File: src/rtl/mic_pkg.sv
// Package of the iron calibration block: codes, widths and shared types.
// Depends on nothing.
package mic_pkg;
  localparam int unsigned ScaleFracBits = 16;
  localparam int unsigned NumAxes = 3;

  typedef enum logic [1:0] {
    OP_SAMPLE = 2'd0,
    OP_BEGIN  = 2'd1,
    OP_END    = 2'd2,
    OP_UNUSED = 2'd3
  } op_t;

  typedef enum logic [2:0] {
    ST_OK       = 3'd0,
    ST_NOTREADY = 3'd1,
    ST_OVERFLOW = 3'd2,
    ST_STARTED  = 3'd3,
    ST_DONE     = 3'd4,
    ST_FAILED   = 3'd5
  } status_t;

  localparam logic [1:0] REG_ADJUST_X = 2'd0;
  localparam logic [1:0] REG_ADJUST_Y = 2'd1;
  localparam logic [1:0] REG_ADJUST_Z = 2'd2;

  typedef enum logic [3:0] {
    S_IDLE, S_DECIDE, S_ADJ, S_DIFF, S_MUL, S_ROUND, S_EXT,
    S_SPAN, S_SUM, S_DIV, S_DIVSTORE, S_EMIT
  } fsm_t;

  typedef struct packed {
    logic start;
    logic busy;
  } mul_ctl_t;
endpackage

File: src/rtl/mic_sermul.sv
// Bit-serial unsigned multiplier: one multiplier bit per cycle, shift-add.
// Depends on mic_pkg.
module mic_sermul #(
  parameter int unsigned AW = 48,
  parameter int unsigned BW = 32
) (
  input  logic                clk,
  input  logic                rst,
  input  mic_pkg::mul_ctl_t   ctl_in,
  input  logic [AW-1:0]       a,
  input  logic [BW-1:0]       b,
  output logic                busy,
  output logic [AW+BW-1:0]    product
);
  import mic_pkg::*;
  localparam int unsigned CW = $clog2(BW + 1);
  logic [AW+BW-1:0] acc;
  logic [AW+BW-1:0] mcand;
  logic [BW-1:0]    mplier;
  logic [CW-1:0]    count;

  always_ff @(posedge clk) begin
    if (rst) begin
      busy <= 1'b0;
      count <= '0;
    end else if (ctl_in.start) begin
      busy <= 1'b1;
      count <= CW'(BW);
      acc <= '0;
      mcand <= {{BW{1'b0}}, a};
      mplier <= b;
    end else if (busy) begin
      if (mplier[0]) acc <= acc + mcand;
      mcand <= mcand << 1;
      mplier <= mplier >> 1;
      count <= count - 1'b1;
      if (count == CW'(1)) busy <= 1'b0;
    end
  end
  assign product = acc;
endmodule

File: config.mk
export PLATFORM = sky130hd
export DESIGN_NAME = mic_sermul
export DESIGN_NICKNAME = d
export VERILOG_FILES = /design/src/rtl/mic_pkg.sv /design/src/rtl/mic_sermul.sv
export SDC_FILE = /design/constraint.sdc
export NUM_CORES = 1
export LEC_CHECK = 0
export BUFFER_PORTS_ARGS = -buffer_cell sky130_fd_sc_hd__buf_2
export CAP_MARGIN = 30
export CORE_MARGIN = 4
export CORE_UTILIZATION = 40
export DETAILED_ROUTE_END_ITERATION = 8
export PLACE_DENSITY = 0.7
export REMOVE_ABC_BUFFERS = 1
export SYNTH_ARGS = -nofsm -noshare
export SYNTH_HDL_FRONTEND = slang
export SYNTH_SLANG_ARGS = --single-unit
File: constraint.sdc
create_clock -name clk -period 8.7 [get_ports clk]
set_input_delay 0 -clock clk [delete_from_list [all_inputs] [get_ports clk]]
set_output_delay 0 -clock clk [all_outputs]
set_load 0.02 [all_outputs]
==> metrics <==
result of the run complete, no violations; mean routed wirelength per cell 17.9 um; worst endpoint data arrival time 4.15 ns; Critical Path Source Type register; highest attainable clock frequency 0.253 GHz; initial core utilization 40.8%; storage element area 0.00591 mm^2; clock-pin slew on the worst setup and hold paths 0.07 ns; shortest clock period the worst path allows after layout between 3 and 4 ns; total power per unit cell area roughly 180 mW/mm^2; length in cells of the worst reg-to-reg path 12; die height 185 um; portion of total power attributed to combinational logic 28.3%; startpoint of the worst register-to-register path mcand[0]$_SDFFCE_PN0P_; worst min-delay path startpoint ctl_in[1]; number of rows created at floorplan 64; critical path class reg -> reg; sequential share of the synthesized area 47.0%; IO Pins about 170; Final #Nets 1,560; CTS tree done; endpoint of the worst hold path product[25]$_SDFFCE_PP0P_; Clock Skews 0.0126 ns; Min-Delay Path Depth 2; placed cells 1,690; Vias 9,963; sequential share of power 43.7%; layout-stage area growth over the synthesis result 20.3%; buffer type at the clock tree root clkbuf_16; post-detailed-placement half-perimeter wirelength ~23,000 um; share of layout cells above drive strength 1 21.2%; number of synthesized flops with an enable pin approximately 190; clock latency on the worst-skew pair 0.44 ns; cells after synthesis roughly 1.2k; maximum fanout encountered on the critical timing path 4; via count of the first global-routing pass 10.0k; type of the worst min-delay path in -> reg; WL final roughly 32,000 um; Worst Max-Slew Pin Slew 0.931 ns; detailed-routing iteration count for the pre-antenna-repair pass 5; peak ir drop on the vdd network 0.143 mV; vias per cell between 5 and 6; post-detailed-route DRC marker count 0; post-route antenna net violation count 0; Most used DFF post-synth edfxtp_1; number of buffer cells added on primary ports 163; static leakage 6.00 nW; overall fraction of global-route tracks in use between 10% and 20%; minimum hold slack 0.0936 ns; area taken by multi-input logic gates ~0.0064 mm^2; Register-to-Register Setup Slack 4.75 ns; switching power summed over all nets 0.861 mW; pin count of the biggest net entering global routing 82; post-synthesis area per instance about 11 um^2; CTS Buffer Depth 2; Total Negative Setup Slacks 0 ns; count of unique library cells instantiated by Yosys 75; Finish-stage setup viols 0; most frequent standard cell in the layout excluding fill and tap cells edfxtp_1; setup repair after global routing missed its margin no; total die area 0.0343 mm^2; required time of the critical path ~9 ns; switching share of power 31.6%; count of filler cells inserted in the layout between 2k and 3k; Core Area 0.0307 mm^2; maxcap violations 0; relative slew slack a little under two fifths; Final Hold Violating Endpoints 0; TritonCTS Buffers 17; Period Utilization, post-route between 40% and 50%; number of DRC violations after detailed-routing iteration 0 650; commonest non-fill, non-tap cells in the layout edfxtp_1 (192), buf_2 (162), nor2_1 (123); share of synthesized registers carrying an async set or reset 0%; Final Util 49.1%; Power Internal approximately 1.9 mW; number of clock sinks 199; wire length of the first global-routing pass 52,200 um; n_diodes 0; CP endpoint kind register; post-CTS repair timing setup buffer count 0; register bit count reported by yosys 199; clock network fraction of design power 28.0%; non-filler instance count after layout roughly 1.8k; number of H-tree levels 4; number of gates resized after cts 0; endpoint of the worst-slack reg-to-reg timing path product[74]$_SDFFCE_PP0P_; final estimated routing congestion in global placement roughly 0.90; total overflow reported by the global router 0; number of antenna violations at the first check in global routing 0; overall die width 185 um; YS warnings 0; Mapped Area 0.0126 mm^2; pins over their slew limit 0
-- power by group through the flow --
| stage | Sequential [mW] | Clock, mW | Combinational [mW] |
|---|---|---|---|
| after global placement | 1.21 | 0 | 0.721 |
| after global routing | 1.20 | 0.822 | 0.857 |
| after detailed placement | 1.21 | 0 | 0.734 |
| after floorplan | 1.25 | 0 | 0.496 |
| after CTS | 1.19 | 0.779 | 0.769 |
| final | 1.19 | 0.763 | 0.771 |
-- worst max-delay path by stage --
stage	start	to	depth (start not counted)	slack, ns
3_5_place_dp	product[0]$_SDFFCE_PP0P_	product[74]$_SDFFCE_PP0P_	12	4.83
2_1_floorplan	busy$_SDFF_PP0_	product[0]$_SDFFCE_PP0P_	3	3.94
3_3_place_gp	mcand[12]$_DFFE_PP_	product[78]$_SDFFCE_PP0P_	11	4.84
6_report	mcand[0]$_SDFFCE_PN0P_	product[74]$_SDFFCE_PP0P_	12	4.75
4_1_cts	product[0]$_SDFFCE_PP0P_	product[76]$_SDFFCE_PP0P_	12	4.79
5_1_grt	mcand[17]$_DFFE_PP_	product[78]$_SDFFCE_PP0P_	11	4.52
-- flip-flops by register name, summed over array words and instances (netlist names) --
register / flops
busy: 1
count: 6
mcand: 80
mplier: 32
product: 80
-- area by class of cell --
cell class | count | area share, %
inverters | 29 | 0.737
multi-input cells | 897 | 42.1
well taps | 396 | 3.28
repair buffers | 250 | 11.2
clock inverters | 13 | 0.704
flip-flops and latches | 199 | 39.1
clock buffers | 19 | 2.87
-- metrics by stage --
stage	setup WS, ns	power (mW)	instance area, um^2
2_1_floorplan	3.94	1.74	12400
3_3_place_gp	4.84	1.93	13700
3_5_place_dp	4.83	1.95	13800
4_1_cts	4.79	2.74	15100
5_1_grt	4.52	2.88	15100
6_report	4.75	2.73	15100
-- worst max-delay path, stage by stage, from the launching register on --
cell and delay [ns]:
edfxtp_1 0.42, ha_1 0.23, fa_1 0.42, nand3_1 0.15, nand3_1 0.11, a311oi_1 0.31
o21ai_0 0.32, o211ai_1 0.50, a211o_1 0.26, a22oi_1 0.17, a41o_1 0.33, or3_1 0.31
and3b_1 0.16
-- layer usage --
layer | share of wire, % | global-route usage (%)
met3 | 7.2 | 5.20
met1 | 45 | 25.2
met5 | 0 | 0
met4 | 2.1 | 5.28
met2 | 46 | 30.3
-- cell families after synthesis --
group | count (synthesis) | synth area share (%)
AND/OR/NAND/NOR | 356 | 13.8
adder cells (fa/ha/maj) | 82 | 8.23
multiplexers | 83 | 7.43
buffers and inverters | 80 | 2.42
AO/OA/AOI/OAI | 305 | 16.2
flip-flops | 199 | 47.0
XOR/XNOR | 71 | 4.95
-- synth_stat cells, types with 24 or more instances --
master | instances | area (um^2)
edfxtp_1 | 192 | 5770
nor2_1 | 124 | 465
a21oi_1 | 107 | 536
ha_1 | 81 | 1010
mux2_2 | 80 | 901
nand2_1 | 73 | 274
o21ai_0 | 50 | 250
a21o_1 | 49 | 368
xnor2_1 | 47 | 412
nor2b_1 | 45 | 282
clkbuf_1 | 42 | 158
inv_1 | 29 | 109
nand4_1 | 26 | 163
xor2_1 | 24 | 210
-- repair_timing --
item	in CTS	in global routing
hold endpoints to repair	87	0
endpoints found under the setup margin	0	0
hold buffers	81	0
No activity file was read; power rests on OpenSTA's default activity.
