--- config.mk ---
export PLATFORM = sky130hd
export DESIGN_NAME = mic_serdiv
export DESIGN_NICKNAME = d
export VERILOG_FILES = /design/src/rtl/mic_pkg.sv /design/src/rtl/mic_serdiv.sv
export SDC_FILE = /design/constraint.sdc
export NUM_CORES = 1
export LEC_CHECK = 0
export BUFFER_PORTS_ARGS = -buffer_cell sky130_fd_sc_hd__buf_2
export CORE_MARGIN = 5
export CORE_UTILIZATION = 57
export DETAILED_ROUTE_END_ITERATION = 12
export HOLD_SLACK_MARGIN = 0.05
export MAX_ROUTING_LAYER = met4
export PLACE_DENSITY = 0.91
export RECOVER_POWER = 100
export SETUP_SLACK_MARGIN = 0.15
export SYNTH_ARGS = -nofsm -noshare
export SYNTH_HDL_FRONTEND = slang
export SYNTH_SLANG_ARGS = --single-unit
export TNS_END_PERCENT = 30
--- constraint.sdc ---
create_clock -name clk -period 12.5 [get_ports clk]
set_clock_uncertainty 0.15 [all_clocks]
set_input_delay 3.125 -clock clk [delete_from_list [all_inputs] [get_ports clk]]
set_output_delay 3.125 -clock clk [all_outputs]
set_load 0.1 [all_outputs]
--- src/rtl/mic_pkg.sv ---
// Package of the iron calibration block: codes, widths and shared types.
// Depends on nothing.
package mic_pkg;
  localparam int unsigned ScaleFracBits = 16;
  localparam int unsigned NumAxes = 3;

  typedef enum logic [1:0] {
    OP_SAMPLE = 2'd0,
    OP_BEGIN  = 2'd1,
    OP_END    = 2'd2,
    OP_UNUSED = 2'd3
  } op_t;

  typedef enum logic [2:0] {
    ST_OK       = 3'd0,
    ST_NOTREADY = 3'd1,
    ST_OVERFLOW = 3'd2,
    ST_STARTED  = 3'd3,
    ST_DONE     = 3'd4,
    ST_FAILED   = 3'd5
  } status_t;

  localparam logic [1:0] REG_ADJUST_X = 2'd0;
  localparam logic [1:0] REG_ADJUST_Y = 2'd1;
  localparam logic [1:0] REG_ADJUST_Z = 2'd2;

  typedef enum logic [3:0] {
    S_IDLE, S_DECIDE, S_ADJ, S_DIFF, S_MUL, S_ROUND, S_EXT,
    S_SPAN, S_SUM, S_DIV, S_DIVSTORE, S_EMIT
  } fsm_t;

  typedef struct packed {
    logic start;
    logic busy;
  } mul_ctl_t;
endpackage

--- src/rtl/mic_serdiv.sv ---
// Restoring serial divider: one quotient bit per cycle.
// Depends on mic_pkg.
module mic_serdiv #(
  parameter int unsigned NW = 64,
  parameter int unsigned DW = 40
) (
  input  logic              clk,
  input  logic              rst,
  input  mic_pkg::mul_ctl_t ctl_in,
  input  logic [NW-1:0]     num,
  input  logic [DW-1:0]     den,
  output logic              busy,
  output logic [NW-1:0]     quot
);
  import mic_pkg::*;
  localparam int unsigned CW = $clog2(NW + 1);
  logic [DW:0]    rem;
  logic [DW:0]    trial;
  logic [NW-1:0]  nsh;
  logic [DW-1:0]  d;
  logic [CW-1:0]  count;

  assign trial = {rem[DW-1:0], nsh[NW-1]} - {1'b0, d};

  always_ff @(posedge clk) begin
    if (rst) begin
      busy <= 1'b0;
      count <= '0;
    end else if (ctl_in.start) begin
      busy <= 1'b1;
      count <= CW'(NW);
      rem <= '0;
      nsh <= num;
      d <= den;
      quot <= '0;
    end else if (busy) begin
      if (!trial[DW]) rem <= trial;
      else rem <= {rem[DW-1:0], nsh[NW-1]};
      quot <= {quot[NW-2:0], ~trial[DW]};
      nsh <= nsh << 1;
      count <= count - 1'b1;
      if (count == CW'(1)) busy <= 1'b0;
    end
  end
endmodule

==> results of run 1 <==
==> critical path: stages <==
cell and delay [ns]:
clkbuf_1 2.91, nor2_1 0.37, nor2_4 0.76, buf_4 0.89
==> logic make-up (layout without fill, tap and decap cells) <==
| family | after synthesis | count (layout) | share of synthesized area [%] |
|---|---|---|---|
| AND/OR/NAND/NOR | 232 | 232 | 11.1 |
| flip-flops | 216 | 216 | 58.9 |
| AO/OA/AOI/OAI | 148 | 148 | 9.10 |
| buffers and inverters | 96 | 273 | 3.51 |
| multiplexers | 95 | 95 | 9.47 |
| adder cells (fa/ha/maj) | 43 | 43 | 5.02 |
| XOR/XNOR | 36 | 36 | 2.90 |
| other | 0 | 5 | 0 |
==> worst max-delay path by stage <==
stage / from / to / slack, ns / cells after the start
2_1_floorplan: ctl_in[1] / nsh[0] / 0.66 / 5
3_3_place_gp: ctl_in[1] / quot[21] / 6.54 / 4
3_5_place_dp: ctl_in[1] / quot[20] / 6.53 / 4
4_1_cts: ctl_in[1] / quot[23] / 7.06 / 4
5_1_grt: ctl_in[1] / quot[26] / 3.86 / 4
6_report: ctl_in[1] / nsh[49] / 4.31 / 4
==> power groups by stage <==
stage | clock network [mW] | registers, mW | logic, mW
after detailed placement | 0 | 0.901 | 0.453
final | 0.686 | 0.887 | 0.453
after global routing | 0.741 | 0.892 | 0.494
after CTS | 0.700 | 0.887 | 0.455
after floorplan | 0 | 0.993 | 0.276
after global placement | 0 | 0.898 | 0.440
==> cells in the mapped netlist (6+ instances only) <==
library cell	count	area, um2
xor2_1	12	105
nand2b_1	8	50.1
nand2_1	34	128
nor3_1	16	80.1
a211oi_1	10	75.1
clkbuf_1	31	116
nor2_1	61	229
nand3_1	9	45.0
xnor2_1	24	210
o21bai_1	8	60.1
mux2_2	63	709
nor2b_1	67	419
o21ai_0	20	100
ha_1	42	526
mux2i_1	32	320
a21oi_1	45	225
inv_1	55	206
edfxtp_1	208	6250
a31oi_1	6	37.5
a21o_1	14	105
nand4_1	10	62.6
o211ai_1	6	45.0
dfxtp_1	8	160
==> metrics by stage <==
step	total power [mW]	cell area [um2]	util, %	hold WS [ns]
finish	2.03	12600	67.1	0.350
global route	2.13	12600	67.1	0.372
CTS	2.04	12700	67.6	0.349
detailed placement	1.35	11900	63.5	0.344
global placement	1.34	11900	63.5	0.329
floorplan	1.27	10900	-	0.318
==> cell type report <==
type | count | area (um2)
well taps | 234 | 293
clock buffers | 23 | 576
multi-input cells | 554 | 4100
diodes | 5 | 12.5
clock inverters | 19 | 194
inverters | 55 | 206
fillers | 1415 | 6170
flip-flops and latches | 216 | 6410
repair buffers | 176 | 811
==> sequential cells by signal (all words and copies together) (netlist names) <==
name / flops
nsh: 64
quot: 64
d: 40
rem: 40
count: 7
busy: 1
==> metal layers <==
metal	wire length [um]	share of wire, %	up-vias	GRT usage [%]
li1	-	-	3511	-
met3	1290	5.9	32	4.14
met5	0	0	-	-
met4	369	1.7	0	5.45
met2	10600	48	187	32.5
met1	9690	44	3388	26.7
==> impl_metrics.csv, run 1 <==
group,metric,value,unit
synth,ys_types,61,
timing,fin_crit_sh,65.6,%
pwr,combPwrFrac,22.4,%
timing,setup_viol,0,
synth,synth_warnings,0,
timing,layout_setup_ws,4.31,ns
timing,max_slew_margin,-181,%
pwr,peakVddDrop,101,uV
timing,slew_viol_final,87,
clock_network,clk_pin_slew,0.06,ns
synth,synth_edf_count,208,
synth,ys_async_sr_fraction,0,%
routing,num_vias,7118,
floorplan,rows,50,
clock_network,h-tree-depth,1,
worst_setup_path,r2r_setup_slack,7.56,ns
final_layout,drive_gt1_share,21.0,%
worst_setup_path,crit_path_start_kind,"input port",
worst_setup_path,r2r_cells,14,
worst_setup_path,arrival,8.17,ns
hold_path,holdPathEnd,"count[1]",
synth,ys_seq_area_share,58.9,%
clock_network,cts_buffer_depth,3,
pwr,pwr_density_cell,161,mW/mm2
floorplan,num_io_pins,173,
clock_network,cts_setup_buffers,0,
worst_setup_path,r2r_start,"nsh[63]",
routing,drtIter0Drc,401,
pwr,netSwitchingPower,0.599,mW
global_routing,gr-total-overflow,0,
pwr,power.leakage,4.95,nW
clock_network,cts_hold_buf,0,
clock_network,cts_tree,"yes",
global_routing,grt_usage,20.2,%
floorplan,core_region_area,0.0188,mm2
pwr,swShare,29.5,%
pwr,p_int,1.43,mW
final_layout,final_common_cell,"edfxtp_1",
timing,setup_tns,0,ns
timing,tightest_slew,4.22,ns
hold_path,worstHoldPathCells,2,
placed_design,dp_cells,1235,
hold_path,hp-start,"count[1]",
floorplan,initial_core_util,57.9,%
final_layout,fin_cells,1282,
global_routing,grt_pass1_wl,35700,um
clock_network,cts_sinks,216,
worst_setup_path,endpoint_kind,"register",
timing,rsz0062_at_grt,"no",
pwr,seq_power_share,43.8,%
global_routing,grt_max_degree,87,
final_layout,nNetsFinal,1177,
routing,drtPass1Iterations,5,
worst_setup_path,crit_type,"input port to register",
placed_design,place_ws,6.53,ns
final_layout,final_cell_mix,"edfxtp_1, buf_2, nor2b_1, clkbuf_1, mux2_2",
final_layout,syn2layout_area_growth,15.9,%
floorplan,die-width,148,um
worst_setup_path,r2r-end,"rem[11]",
synth,syn-num-nets,1017,
synth,synth.avg_cell_area,12.6,um2
timing,period_needed,8.19,ns
worst_setup_path,worst-path-max-fanout,86,
outcome,status,"complete, but fails checks",
synth,synthesis.area,0.0109,mm2
clock_network,clock_latency,0.51,ns
floorplan,fp.dieH,148,um
global_routing,first_global_vias,7247,
pwr,clockPowerShare,33.9,%
synth,synth_seq_cells,216,
floorplan,dieArea,0.0219,mm2
routing,final_antenna_net_count,0,
placed_design,portBuffers,171,
routing,wire_per_inst,17.1,um
timing,fmax,122,MHz
clock_network,cts_resized,0,
placed_design,dp_hpwl,15100,um
hold_path,min_path_type,"register to register",
placed_design,place_congestion,0.948,
routing,vias_per_cell,5.55,
synth,ys.flop_type,"edfxtp_1",
timing,hold_viol,0,
clock_network,cts-root-buf,"clkbuf_16",
flow_run,maxCapViolations,1,
routing,wl,21900,um
outcome,violations,"max-capacitance violations, max-slew violations",
synth,synth_cells,866,
global_routing,antenna_found_initial,5,
worst_setup_path,cp.required,12.48,ns
clock_network,cts_buffers,23,
routing,drcViolationCount,0,
(Power assumes the default switching activity.)
==> inputs of run 2 (changes only) <==
- clock period: 12.5 -> 7.7 ns (I/O delays scaled with it)
==> impl_metrics.csv, run 2 (same netlist as run 1, synthesis figures left out) <==
group,metric,value,unit
placed_design,portBuffers,171,
floorplan,die-width,148,um
pwr,power.leakage,4.91,nW
timing,max_slew_margin,-163,%
worst_setup_path,r2r-end,"rem[35]",
timing,fin_crit_sh,74.2,%
worst_setup_path,r2r_start,"nsh[63]",
hold_path,holdPathEnd,"count[0]",
floorplan,core_region_area,0.0188,mm2
pwr,peakVddDrop,181,uV
timing,slew_viol_final,192,
final_layout,final_common_cell,"edfxtp_1",
floorplan,initial_core_util,57.9,%
floorplan,rows,50,
worst_setup_path,crit_path_start_kind,"register",
final_layout,largestRegisters,"nsh x64, quot x64",
global_routing,antenna_found_initial,3,
routing,wire_per_inst,17.1,um
clock_network,cts_sinks,216,
timing,fmax,175,MHz
floorplan,dieArea,0.0219,mm2
worst_setup_path,crit_start,"nsh[63]",
worst_setup_path,crit_type,"register to register",
routing,drtIter0Drc,407,
global_routing,grt_pass1_wl,35800,um
worst_setup_path,r2r_setup_slack,1.99,ns
floorplan,fp.dieH,148,um
timing,rsz0062_at_grt,"no",
clock_network,cts_hold_buf,0,
clock_network,cts_resized,0,
global_routing,grt_usage,20.4,%
clock_network,clk_pin_slew,0.06,ns
final_layout,nFillCells,1469,
routing,wl,21900,um
global_routing,gr-total-overflow,0,
final_layout,final_cell_mix,"edfxtp_1, buf_2, clkbuf_1, nor2b_1, mux2_2",
clock_network,h-tree-depth,1,
placed_design,dp_hpwl,15200,um
worst_setup_path,critPathSlowestCell,"a41oi_1",
worst_setup_path,cp_num_buf_inv,3,
worst_setup_path,max_stage_delay,1.76,ns
clock_network,clock_latency,0.51,ns
clock_network,cts_tree,"yes",
worst_setup_path,r2r_cells,14,
timing,setup_viol,0,
global_routing,grt_max_degree,101,
clock_network,cts_buffer_depth,3,
clock_network,cts_setup_buffers,0,
worst_setup_path,cp.required,7.93,ns
placed_design,dpl-instance-area,0.0119,mm2
final_layout,drive_gt1_share,19.7,%
pwr,pwr_density_cell,255,mW/mm2
timing,period_needed,5.71,ns
global_routing,first_global_vias,7287,
hold_path,worstHoldPathCells,2,
floorplan,num_io_pins,173,
outcome,violations,"max-capacitance violations, max-slew violations",
flow_run,maxCapViolations,4,
outcome,status,"complete, but fails checks",
routing,drtPass1Iterations,5,
placed_design,place_congestion,0.933,
hold_path,hp-start,"count[0]",
routing,num_vias,7178,
routing,final_antenna_net_count,0,
worst_setup_path,arrival,5.94,ns
timing,tightest_slew,3.95,ns
final_layout,syn2layout_area_growth,14.9,%
final_layout,final_area,0.0125,mm2
final_layout,nNetsFinal,1178,
timing,setup_tns,0,ns
worst_setup_path,cp_top_family,"compound AO/OA/AOI/OAI gates",
clock_network,cts_buffers,24,
worst_setup_path,worstPathCellList,"inv_1 -> ha_1 -> inv_1 -> fa_1 -> a211oi_1 -> o211ai_1 -> a31oi_1 -> a211oi_1 -> o2111ai_2 -> a31oi_1 -> a41oi_1 -> buf_4 -> and2_0 -> a31o_1",
clock_network,cts-root-buf,"clkbuf_16",
pwr,total_power,3.19,mW
worst_setup_path,endpoint_kind,"register",
worst_setup_path,worst-path-max-fanout,29,
timing,hold_viol,0,
routing,drcViolationCount,0,
routing,vias_per_cell,5.61,
hold_path,min_path_type,"register to register",
==> run 2: worst register-to-register path: stages, from the launching register on <==
cell       delay, ns
edfxtp_1        0.38
inv_1           0.07
ha_1            0.16
inv_1           0.06
fa_1            0.44
a211oi_1        0.28
o211ai_1        0.15
a31oi_1         0.44
a211oi_1        0.22
o2111ai_2       0.22
a31oi_1         0.11
a41oi_1         1.76
buf_4           0.65
and2_0          0.31
a31o_1          0.19
==> run 2: routing by layer <==
| layer | vias to the layer above | GRT usage (%) | part of all wire, % | wire length [um] |
|---|---|---|---|---|
| li1 | 3508 | - | - | - |
| met1 | 3413 | 26.1 | 43 | 9350 |
| met2 | 210 | 33.2 | 48 | 10600 |
| met3 | 47 | 3.87 | 6.3 | 1380 |
| met4 | 0 | 6.61 | 2.8 | 618 |
| met5 | - | - | 0 | 0 |
==> run 2: power breakdown <==
group	internal (mW)	total (mW)	switching (mW)	leakage, nW
combinational	0.258	0.728	0.470	2.50
clock	0.584	1.02	0.435	0.338
sequential	1.41	1.45	0.0379	2.07
total	2.25	3.19	0.943	4.91
==> run 2: metrics by stage <==
| step | std cells | util (%) | worst slack [ns] | hold WS [ns] |
|---|---|---|---|---|
| floorplan | 866 | - | 1.79 | 0.318 |
| global placement | 1235 | 63.5 | 3.14 | 0.328 |
| detailed placement | 1235 | 63.5 | 3.04 | 0.338 |
| CTS | 1277 | 67.2 | 3.00 | 0.351 |
| global route | 1280 | 66.6 | 1.54 | 0.376 |
| finish | 1280 | 66.6 | 1.99 | 0.348 |
==> run 2: layout make-up <==
cell class,instances,area [um2],area share [%]
Timing Repair Buffer,176,808,6.47
Clock buffer,34,648,5.19
Inverter,55,206,1.65
Sequential cell,216,6410,51.3
Antenna cell,3,7.51,0.0601
Multi-Input combinational cell,554,4080,32.7
Clock inverter,8,46.3,0.370
Tap cell,234,293,2.34
==> run 2: how the worst max path moves through the flow <==
stage,slack [ns],end,cells after the start
global route,1.54,rem[35],14
finish,1.99,rem[35],14
CTS,3.00,rem[16],14
floorplan,1.79,nsh[0],5
global placement,3.14,rem[3],14
detailed placement,3.04,rem[35],14
==> inputs of run 3 (changes only) <==
- ABC_AREA: default -> 1
- CORE_UTILIZATION: 57 -> 52
- PLACE_DENSITY: 0.91 -> 0.87
- clock period: 7.7 -> 4.7 ns (I/O delays scaled with it)
==> impl_metrics.csv, run 3 <==
group,metric,value,unit
outcome,status,"finished clean",
synth,syn-num-nets,1620,
final_layout,final_common_cell,"nand2_1",
placed_design,place_congestion,0.952,
clock_network,h-tree-depth,1,
synth,synth_edf_count,208,
floorplan,rows,55,
clock_network,cts_hold_buf,0,
synth,synth_commonest_cells,"nand2_1, inv_1, edfxtp_1",
worst_setup_path,cp_num_buf_inv,3,
synth,synth_area_leader_cell,"edfxtp_1",
worst_setup_path,worst-path-max-fanout,107,
synth,synth_cells,1469,
timing,tightest_slew,1.36,ns
routing,drtPass1Iterations,5,
synth,synthDominantCellAreaShare,52.2,%
clock_network,clk_pin_slew,0.06,ns
synth,synthesis.area,0.0120,mm2
synth,ys_async_sr_fraction,0,%
clock_network,cts_buffers,23,
synth,ys_seq_area_share,53.5,%
floorplan,initial_core_util,52.9,%
pwr,pwr_density_cell,439,mW/mm2
clock_network,cts_resized,0,
final_layout,final_cell_mix,"nand2_1, inv_1, edfxtp_1, nor2_1, buf_2",
global_routing,grt_pass1_wl,46400,um
synth,ys_types,36,
timing,hold_viol,0,
floorplan,fp.dieH,162,um
worst_setup_path,r2r-end,"rem[24]",
synth,synth_seq_cells,216,
floorplan,num_io_pins,173,
floorplan,core_region_area,0.0226,mm2
timing,max_slew_margin,9.41,%
clock_network,clock_latency,0.53,ns
synth,synth_warnings,0,
worst_setup_path,crit_path_start_kind,"input port",
worst_setup_path,crit_type,"input port to register",
final_layout,nNetsFinal,1788,
floorplan,die-width,162,um
timing,rsz0062_at_grt,"no",
synth,synth.avg_cell_area,8.15,um2
timing,setup_tns,0,ns
placed_design,dpl-instance-area,0.0131,mm2
worst_setup_path,r2r_setup_slack,1.08,ns
worst_setup_path,r2r_start,"nsh[63]",
routing,wl,28800,um
synth,yosys-top-cells-area,"edfxtp_1, nand2_1, inv_1",
worst_setup_path,crit_start,"ctl_in[1]",
worst_setup_path,r2r_cells,17,
timing,fmax,270,MHz
global_routing,first_global_vias,9647,
worst_setup_path,arrival,3.68,ns
clock_network,cts_buffer_depth,3,
worst_setup_path,max_stage_delay,0.93,ns
timing,period_needed,3.70,ns
worst_setup_path,endpoint,"quot[5]",
final_layout,largestRegisters,"nsh x64, quot x64",
global_routing,antenna_found_initial,8,
worst_setup_path,endpoint_kind,"register",
routing,final_antenna_net_count,0,
routing,vias_per_cell,4.95,
clock_network,cts-root-buf,"clkbuf_16",
pwr,peakVddDrop,372,uV
clock_network,cts_setup_buffers,0,
final_layout,drive_gt1_share,9.98,%
global_routing,grt_usage,22.4,%
timing,slew_viol_final,0,
timing,setup_viol,0,
global_routing,grt_max_degree,109,
flow_run,maxCapViolations,0,
hold_path,min_path_type,"register to register",
synth,ys.flop_type,"edfxtp_1",
worst_setup_path,cp_top_family,"buffers and inverters",
worst_setup_path,worst-path-stages,4,
worst_setup_path,cp.required,4.68,ns
routing,num_vias,9644,
final_layout,fin_cells,1947,
routing,drcViolationCount,0,
routing,drtIter0Drc,670,
placed_design,dp_cells,1897,
clock_network,cts_tree,"yes",
placed_design,portBuffers,171,
clock_network,cts_sinks,216,
floorplan,dieArea,0.0262,mm2
placed_design,dp_hpwl,21300,um
final_layout,final_area,0.0137,mm2
worst_setup_path,critPathSlowestCell,"clkbuf_4",
global_routing,gr-total-overflow,0,
final_layout,final_util,60.6,%
final_layout,syn2layout_area_growth,14.5,%
worst_setup_path,worstPathCellList,"clkbuf_1 -> inv_12 -> o21ai_4 -> clkbuf_4",
pwr,power.leakage,6.79,nW
routing,wire_per_inst,14.8,um
timing,fin_crit_sh,78.7,%
synth,synth.most_common_cell,"nand2_1",
-- run 3: tightest hold or removal path, delay by kind of cell, from the launching register on --
kind | cells | cell delay [ns]
flops | 1 | 0.33
compound gates | 1 | 0.06
simple gates | 1 | 0.07
-- run 3: cell type report --
type / count / area (um2)
Clock buffer: 26 / 587
Antenna cell: 9 / 22.5
Inverter: 269 / 1020
Sequential cell: 216 / 6410
Timing Repair Buffer: 175 / 803
Tap cell: 285 / 357
Fill cell: 1961 / 8930
Clock inverter: 15 / 131
Multi-Input combinational cell: 952 / 4380
-- run 3: worst min path at each step --
stage          startpoint  endpoint  slack [ns]  cells after the start
3_3_place_gp     count[5]  count[5]        0.32                      2
4_1_cts          count[3]  count[3]        0.35                      2
3_5_place_dp     count[3]  count[3]        0.34                      2
6_report         count[3]  count[3]        0.35                      2
5_1_grt           nsh[12]   nsh[13]        0.38                      2
2_1_floorplan    count[5]  count[5]        0.31                      2
-- run 3: logic make-up (layout without fill, tap and decap cells) --
kind of cell / after synthesis / count (layout) / share of synthesized area, %
AND/OR/NAND/NOR: 813 / 813 / 27.0
other: 0 / 9 / 0
buffers and inverters: 301 / 485 / 9.91
flip-flops: 216 / 216 / 53.5
adder cells (fa/ha/maj): 43 / 43 / 4.55
AO/OA/AOI/OAI: 71 / 71 / 3.26
XOR/XNOR: 25 / 25 / 1.83
-- run 3: report_power, final --
part | internal, mW | leakage [nW] | switching [mW]
Clock | 1.01 | 0.347 | 0.748
Combinational | 0.496 | 4.35 | 1.30
Sequential | 2.37 | 2.10 | 0.0955
-- run 3: through the flow --
stage                     hold slack (ns)  power, mW  setup WS (ns)
final                               0.354       6.03           1.00
after detailed placement            0.341       4.31           1.48
after floorplan                     0.309       3.95         0.0334
after CTS                           0.350       6.07           1.69
after global placement              0.322       4.26           1.53
after global routing                0.383       6.38          0.751
-- run 3: per-layer routing --
| metal | track usage (%) | vias up | share of wire (%) |
|---|---|---|---|
| li1 | - | 4876 | - |
| met1 | 26.9 | 4424 | 41 |
| met2 | 37.2 | 283 | 48 |
| met3 | 6.57 | 61 | 8.9 |
| met4 | 6.42 | 0 | 2.8 |
| met5 | - | - | 0 |
